===== src/design/body_to_world_goal_transform_unit_defines.svh =====
// ----------------------------------------------------------------------------
// body_to_world_goal_transform_unit_defines
// assertion macros used by bwgt_ctrl, empty for synthesis
// ----------------------------------------------------------------------------
`ifndef BODY_TO_WORLD_GOAL_TRANSFORM_UNIT_DEFINES_SVH
`define BODY_TO_WORLD_GOAL_TRANSFORM_UNIT_DEFINES_SVH
`ifndef SYNTH
// property must hold at every clock edge outside reset
`define BWGT_ASSERT(lbl, prop, msg) \
	lbl: assert property (@(posedge clk) disable iff (!arst_n) prop) else $error(msg);
// condition must never be seen outside reset
`define BWGT_NEVER(lbl, cond, msg) \
	lbl: assert property (@(posedge clk) disable iff (!arst_n) !(cond)) else $error(msg);
`else
`define BWGT_ASSERT(lbl, prop, msg)
`define BWGT_NEVER(lbl, cond, msg)
`endif
`endif


===== src/design/bwgt_pkg.sv =====
// ----------------------------------------------------------------------------
// bwgt_pkg
// types, constants and tables of the goal transform unit
// ----------------------------------------------------------------------------
package bwgt_pkg;

	localparam int CNT_W    = 5;
	localparam int IDX_W    = 5;
	localparam int NUM_PROD = 9;
	localparam int RF_W     = 35;   // full rotation entry, q28
	localparam int CV_W     = 38;   // cordic x / y
	localparam int CZ_W     = 28;   // cordic angle, q24
	localparam int ACC_W    = 64;

	localparam logic signed [RF_W-1:0] ONE_Q28 = RF_W'(64'sd268435456);
	localparam logic signed [17:0]     PI_Q13     = 18'sd25736;
	localparam logic signed [17:0]     TWO_PI_Q13 = 18'sd51472;

	typedef enum logic [8:0] {
		S_IDLE  = 9'b000000001,
		S_QMUL  = 9'b000000010,
		S_MAT   = 9'b000000100,
		S_VMUL  = 9'b000001000,
		S_FIN   = 9'b000010000,
		S_CINIT = 9'b000100000,
		S_CITER = 9'b001000000,
		S_YAW   = 9'b010000000,
		S_HOLD  = 9'b100000000
	} state_t;

	typedef struct packed {
		logic             load_pose;
		logic             load_step;
		logic             mul_go;
		logic             mul_vec;
		logic [IDX_W-1:0] idx;
		logic             mat;
		logic             fin;
		logic             cinit;
		logic             citer;
		logic             yaw;
		logic             load_out;
	} cmd_t;

	// arctangent of 2^-i in q24 radians
	function automatic logic signed [CZ_W-1:0] atan_q24(input logic [IDX_W-1:0] i);
		logic signed [CZ_W-1:0] v;
		case (i)
			5'd0:  v = 28'sd13176795;
			5'd1:  v = 28'sd7778716;
			5'd2:  v = 28'sd4110060;
			5'd3:  v = 28'sd2086331;
			5'd4:  v = 28'sd1047214;
			5'd5:  v = 28'sd524117;
			5'd6:  v = 28'sd262123;
			5'd7:  v = 28'sd131069;
			5'd8:  v = 28'sd65536;
			5'd9:  v = 28'sd32768;
			5'd10: v = 28'sd16384;
			5'd11: v = 28'sd8192;
			5'd12: v = 28'sd4096;
			5'd13: v = 28'sd2048;
			5'd14: v = 28'sd1024;
			5'd15: v = 28'sd512;
			5'd16: v = 28'sd256;
			5'd17: v = 28'sd128;
			5'd18: v = 28'sd64;
			5'd19: v = 28'sd32;
			5'd20: v = 28'sd16;
			5'd21: v = 28'sd8;
			5'd22: v = 28'sd4;
			5'd23: v = 28'sd2;
			default: v = '0;
		endcase
		return v;
	endfunction

	// quaternion operand pair of each product: xx yy zz xy xz yz wx wy wz
	function automatic logic [3:0] qpair(input logic [3:0] k);
		logic [3:0] v;
		case (k)
			4'd0: v = {2'd1, 2'd1};
			4'd1: v = {2'd2, 2'd2};
			4'd2: v = {2'd3, 2'd3};
			4'd3: v = {2'd1, 2'd2};
			4'd4: v = {2'd1, 2'd3};
			4'd5: v = {2'd2, 2'd3};
			4'd6: v = {2'd0, 2'd1};
			4'd7: v = {2'd0, 2'd2};
			4'd8: v = {2'd0, 2'd3};
			default: v = '0;
		endcase
		return v;
	endfunction

	// row and column of a matrix entry in row-major order
	function automatic logic [1:0] row_of(input logic [3:0] k);
		logic [1:0] v;
		case (k)
			4'd0, 4'd1, 4'd2: v = 2'd0;
			4'd3, 4'd4, 4'd5: v = 2'd1;
			default:          v = 2'd2;
		endcase
		return v;
	endfunction

	function automatic logic [1:0] col_of(input logic [3:0] k);
		logic [1:0] v;
		case (k)
			4'd0, 4'd3, 4'd6: v = 2'd0;
			4'd1, 4'd4, 4'd7: v = 2'd1;
			default:          v = 2'd2;
		endcase
		return v;
	endfunction

endpackage


===== src/design/bwgt_ctrl.sv =====
// ----------------------------------------------------------------------------
// bwgt_ctrl
// sequencer for products, matrix, cordic and output handoff
// ----------------------------------------------------------------------------
`include "body_to_world_goal_transform_unit_defines.svh"

module bwgt_ctrl #(
	parameter int CORDIC_STEPS = 16
) (
	input  logic            clk,
	input  logic            arst_n,
	input  logic            in_valid,
	input  logic            in_command,
	output logic            in_ready,
	input  logic            out_ready,
	output logic            out_valid,
	output bwgt_pkg::cmd_t  cmd
);

	localparam logic [bwgt_pkg::CNT_W-1:0] LAST_MUL  = bwgt_pkg::CNT_W'(bwgt_pkg::NUM_PROD);
	localparam logic [bwgt_pkg::CNT_W-1:0] LAST_STEP = bwgt_pkg::CNT_W'(CORDIC_STEPS - 1);

	bwgt_pkg::state_t state_q, state_d;
	logic [bwgt_pkg::CNT_W-1:0] cnt_q;
	logic cnt_clr;
	logic out_valid_q;

	always_comb begin
		state_d  = state_q;
		cmd      = '0;
		cmd.idx  = bwgt_pkg::IDX_W'(cnt_q);
		cnt_clr  = 1'b1;
		in_ready = 1'b0;
		case (state_q)
			bwgt_pkg::S_IDLE: begin
				in_ready = 1'b1;
				if (in_valid) begin
					if (in_command) begin
						cmd.load_step = 1'b1;
						state_d       = bwgt_pkg::S_QMUL;
					end else begin
						cmd.load_pose = 1'b1;
					end
				end
			end
			bwgt_pkg::S_QMUL: begin
				cmd.mul_go = (cnt_q != LAST_MUL);
				cnt_clr    = (cnt_q == LAST_MUL);
				if (cnt_q == LAST_MUL)
					state_d = bwgt_pkg::S_MAT;
			end
			bwgt_pkg::S_MAT: begin
				cmd.mat = 1'b1;
				state_d = bwgt_pkg::S_VMUL;
			end
			bwgt_pkg::S_VMUL: begin
				cmd.mul_go  = (cnt_q != LAST_MUL);
				cmd.mul_vec = 1'b1;
				cnt_clr     = (cnt_q == LAST_MUL);
				if (cnt_q == LAST_MUL)
					state_d = bwgt_pkg::S_FIN;
			end
			bwgt_pkg::S_FIN: begin
				cmd.fin = 1'b1;
				state_d = bwgt_pkg::S_CINIT;
			end
			bwgt_pkg::S_CINIT: begin
				cmd.cinit = 1'b1;
				state_d   = bwgt_pkg::S_CITER;
			end
			bwgt_pkg::S_CITER: begin
				cmd.citer = 1'b1;
				cnt_clr   = (cnt_q == LAST_STEP);
				if (cnt_q == LAST_STEP)
					state_d = bwgt_pkg::S_YAW;
			end
			bwgt_pkg::S_YAW: begin
				cmd.yaw = 1'b1;
				state_d = bwgt_pkg::S_HOLD;
			end
			bwgt_pkg::S_HOLD: begin
				if (!out_valid_q || out_ready) begin
					cmd.load_out = 1'b1;
					state_d      = bwgt_pkg::S_IDLE;
				end
			end
			default: state_d = bwgt_pkg::S_IDLE;
		endcase
	end

	always_ff @(posedge clk or negedge arst_n) begin
		if (!arst_n) begin
			state_q     <= bwgt_pkg::S_IDLE;
			cnt_q       <= '0;
			out_valid_q <= 1'b0;
		end else begin
			state_q <= state_d;
			cnt_q   <= cnt_clr ? '0 : cnt_q + 1'b1;
			if (cmd.load_out)
				out_valid_q <= 1'b1;
			else if (out_ready)
				out_valid_q <= 1'b0;
		end
	end

	assign out_valid = out_valid_q;

	`BWGT_ASSERT(a_move_starts, (in_valid && in_ready && in_command) |=> (state_q == bwgt_pkg::S_QMUL), "move beat did not start products")
	`BWGT_ASSERT(a_handoff, cmd.load_out |=> out_valid_q, "result not presented after handoff")
	`BWGT_NEVER(a_mul_cnt, ((state_q == bwgt_pkg::S_QMUL || state_q == bwgt_pkg::S_VMUL) && cnt_q > LAST_MUL), "product counter overran")

endmodule


===== config.mk =====
export PLATFORM = sky130hd
export DESIGN_NAME = bwgt_ctrl
export DESIGN_NICKNAME = d
export VERILOG_FILES = /design/src/design/bwgt_pkg.sv /design/src/design/bwgt_ctrl.sv
export VERILOG_INCLUDE_DIRS = /design/src /design/src/design
export SDC_FILE = /design/constraint.sdc
export NUM_CORES = 1
export LEC_CHECK = 0
export BUFFER_PORTS_ARGS = -buffer_cell sky130_fd_sc_hd__clkbuf_2
export CORE_MARGIN = 2
export CORE_UTILIZATION = 40
export DETAILED_ROUTE_END_ITERATION = 12
export GPL_TIMING_DRIVEN = 0
export SKIP_LAST_GASP = 1
export SYNTH_ARGS = -nofsm -noshare
export SYNTH_HDL_FRONTEND = slang
export SYNTH_SLANG_ARGS = --single-unit

===== constraint.sdc =====
create_clock -name clk -period 4.7 [get_ports clk]
set_input_delay 0.94 -clock clk [delete_from_list [all_inputs] [get_ports clk]]
set_output_delay 0.94 -clock clk [all_outputs]
set_load 0.01 [all_outputs]

Yosys cells after proc, flatten, opt, wreduce, memory -nomap -nowiden
Index checks and enable logic that the tools add are counted.
Widths: inputs -> output; s select.
{"block": "word_totals", "ff_bits": 15, "out_inout_bits": 17, "in_bits": 5}
{"block": "op_classes", "reduce_logical": 5, "n_addsub": 1, "muxes": 25, "eq_ne": 18}
{"op": "$pmux 9 s9", "n": 1}
{"op": "$mux 9", "n": 6}
{"op": "$mux 1", "n": 14}
{"op": "$ne 2x2->1 const B", "n": 6}
{"op": "$eq 5x4->1 const B", "n": 2}
{"op": "$eq 9x1->1 const B", "n": 1}
{"op": "$eq 9x2->1 const B", "n": 1}
{"op": "$eq 9x3->1 const B", "n": 1}
{"op": "$eq 9x4->1 const B", "n": 1}
{"op": "$eq 9x5->1 const B", "n": 1}
{"op": "$eq 9x6->1 const B", "n": 1}
{"op": "$eq 9x7->1 const B", "n": 1}
{"op": "$eq 9x8->1 const B", "n": 1}
{"op": "$eq 9x9->1 const B", "n": 1}
{"op": "$reduce_and 6->1", "n": 1}
{"op": "$add 5x1->5 const B", "n": 1}
{"op": "$mux 5", "n": 1}
{"op": "$ne 5x4->1 const B", "n": 1}
{"op": "$mux 2", "n": 2}
{"op": "$pmux 1 s2", "n": 1}
{"op": "$reduce_bool 2->1", "n": 1}
{"op": "$reduce_or 2->1", "n": 1}
{"op": "$logic_not 1->1", "n": 1}
{"op": "$logic_or 1x1->1", "n": 1}

Logic depth before layout (Yosys ltp)
{"block": "logic_depth", "ltp_word": 5, "mapped_depth": 7, "mapped_depth_nobuf": 7}

Worst setup path before layout
OpenSTA, ideal clock, no wires.
{"block": "synth_path", "path_type": "reg-to-output", "start": "reg state_q[4]", "end": "out cmd[0] (netlist bit)", "n_path_buf": 1, "t_arrival_ps": 1555, "path_stages_with_launch": 6, "slack_ps": 2205, "t_required_ps": 3760, "path_cell_list": "dfrtp_1 or2_1 buf_2 nand2b_4 or4b_4 nor2_2"}
{"element": "from (decl)", "line": "bwgt_ctrl.sv:23", "rtl": "bwgt_pkg::state_t state_q, state_d;"}
{"element": "from (signal assigned)", "line": "bwgt_ctrl.sv:93", "rtl": "state_q <= bwgt_pkg::S_IDLE;"}
{"element": "from (signal assigned)", "line": "bwgt_ctrl.sv:97", "rtl": "state_q <= state_d;"}
{"element": "to (decl)", "line": "bwgt_ctrl.sv:17", "rtl": "output bwgt_pkg::cmd_t cmd"}

==> results.yml <==
global_routing:
  grt_use_total: 0.1667
  grt_max_degree: 16
  grt_pass1_vias: 731
  antenna_found_initial: 0
  grt_pass1_wl_um: 3422
  grt_overflow_total: 0
route:
  drc: 0
  via_per_inst: 5.157
  wl_per_cell_um: 13.56
  wl_um: 2074
  firstDrtPassIters: 4
  vias: 789
  drt_iter0_markers: 10
  ant_nets: 0
yosys:
  ys_warn_count: 0
  yosys_register_bits: 15
  syn_inst: 98
  synth_seq_area_share: 0.3772
  syn_area_um2: 998.5
  muxShareOfSynthArea: 0.01128
  ys.flop_type: "dfrtp_1"
  synth_fa_ha_area_frac: 0.03759
  synth_compound_area_frac: 0.06767
  synth_top_family_by_area: "simple AND/OR/NAND/NOR gates"
  synth_cell_types: 46
  synth_nets: 106
  synth_edf_count: 0
  avgSynthCellArea_um2: 10.19
  synth_async_sr_flop_share: 1.000
  yosys.area_share.simple: 0.4198
  synthXorXnorAreaFrac: 0.03509
cells_and_area:
  instances_no_fill: 153
  drive_gt1_frac: 0.3740
  multi_input_area_um2: 570.5
  mostFrequentLayoutCell: "clkbuf_2"
  syn2layout_area_growth_pct: 17.29
  fill_cells: 234
  register_area_um2: 376.6
  layout_common_cells: "21 x clkbuf_2, 14 x dfrtp_1, 10 x nor2_1"
  final_net_count: 132
  num_antenna_cells: 0
clock_network:
  clk_pin_slew_ps: 100
  cts_resized: 0
  clk_latency_ps: 290
  h-tree-depth: 1
  cts_tree: "yes"
  post-cts-setup-buffers: 0
  cts_root_buffer: "clkbuf_4"
  hold_buffers: 0
  cts_sinks: 15
  numCtsBuffers: 3
  cts.path.max_buffers: 2
worst_hold_path:
  hold_start: "cnt_q[0]"
  hold_class: "reg -> reg"
floorplanning:
  coreArea_um2: 2410
  dieWidth_um: 53.96
  rows: 18
  die_area_um2: 2912
  start_util: 0.4143
  die_y_um: 53.96
  io_pins: 22
timing:
  fmax_mhz: 336.8
  fin_crit_sh: 0.6317
  worst_pin_slew_ps: 428.8
  tns_ps: 0
  setup_slack_ps: 1731
  max-slew-margin-rel: 0.7101
  period_needed_ps: 2969
  clock_skew_ps: 5.532
  rsz0062_at_grt: "no"
  hold_violations: 0
  finalSetupViolCount: 0
  slew_viol_final: 0
worst_setup_path:
  required_ps: 3760
  path_class: "reg -> out"
  start_kind: "register"
  r2r_start: "cnt_q[0]"
  r2r_setup_slack_ps: 2690
  critPathLaunch: "state_q[4]"
  crit_path_end_kind: "primary output"
  crit_fanout: 7
  arrival_ps: 2030
flow_run:
  cap_violations: 0
place:
  numPortBuffers: 21
  placed_cells: 149
  place_ws_ps: 2058
  place.gp.congestion: 0.8037
  dp_hpwl_um: 1569
pwr:
  power.leakage_uw: 0.0005618
  vdd_drop_max_mv: 0.2605
  p_per_area_nw_per_um2: 476.1
run_status:
  outcome: "finished, final reports clean"
-- per-layer routing --
| metal | share of wire | track usage | vias up |
|---|---|---|---|
| li1 | - | - | 390 |
| met1 | 0.45 | 0.2096 | 374 |
| met2 | 0.49 | 0.2805 | 21 |
| met3 | 0.050 | 0.05000 | 4 |
| met4 | 0.011 | 0.03419 | 0 |
| met5 | 0 | 0 | - |
-- worst paths after layout --
check	to	cells past startpoint
max in group asynchronous	state_q[0]	1
min reg2reg	cnt_q[0]	1
max reg2reg	state_q[1]	7
min in group asynchronous	state_q[5]	1
max	cmd[0]	6
min	cnt_q[0]	1
-- worst max-delay path: stages (launching register included) --
cell	delay, ps
dfrtp_1	420
or2_1	230
buf_2	180
nand2b_4	180
or4b_4	530
nor2_2	80
clkbuf_2	130
-- cell usage after synthesis, types with 2 or more instances --
cell      instances  area share
ha_1              3       0.038
nand2_1           2      0.0075
nor3b_1           2       0.015
nand3b_1          2       0.015
nor4_1            2       0.013
or3_4             2       0.023
dfrtp_1          14        0.35
nor2_1           10       0.038
and2_1            2       0.013
nor2b_1           2       0.013
nor4b_1           2       0.018
nand2b_1          5       0.031
o31ai_1           2       0.015
xnor2_1           3       0.026
and3_1            2       0.013
or4b_4            2       0.028
nor4_4            2       0.043
inv_1             5       0.019
buf_2             2       0.010
a21o_1            2       0.015
nand3_1           2       0.010
nor3_1            4       0.020
-- kinds of logic after synthesis --
group	after synthesis
adders and majority gates	3
and+or+nand+nor	56
DFF	15
AOI/OAI and AO/OA	9
buffers and inverters	10
xor gates and xnor gates	4
muxes	1
-- cell type report --
class                      count  share of cell area
multi-input combinational     73              0.4872
sequential                    15              0.3216
timing repair buffer          21             0.08974
tap                           30             0.03205
buffer                         4             0.02457
clock buffer                   3             0.01923
inverter                       6             0.01923
clock inverter                 1            0.006410
-- report_power, final --
group	switching, µW	total [µW]	internal, µW
Sequential	17.3	168	151
Clock	46.6	78.9	32.3
Combinational	170	310	140
Total	234	558	323
-- registers in the layout, summed over array words and instances (netlist names) --
signal and flops:
state_q 9, cnt_q 5, out_valid 1
-- stage by stage --
stage	hold WS [ps]	cell area, µm²	power (µW)	utilization
2_1_floorplan	538.1	998.5	412.1	-
3_3_place_gp	511.8	1141	475.2	0.4735
3_5_place_dp	518.3	1141	483.4	0.4735
4_1_cts	532.2	1171	564.0	0.4860
5_1_grt	552.7	1171	602.7	0.4860
6_report	526.1	1171	557.6	0.4860
No activity file was read; power rests on OpenSTA's default activity.
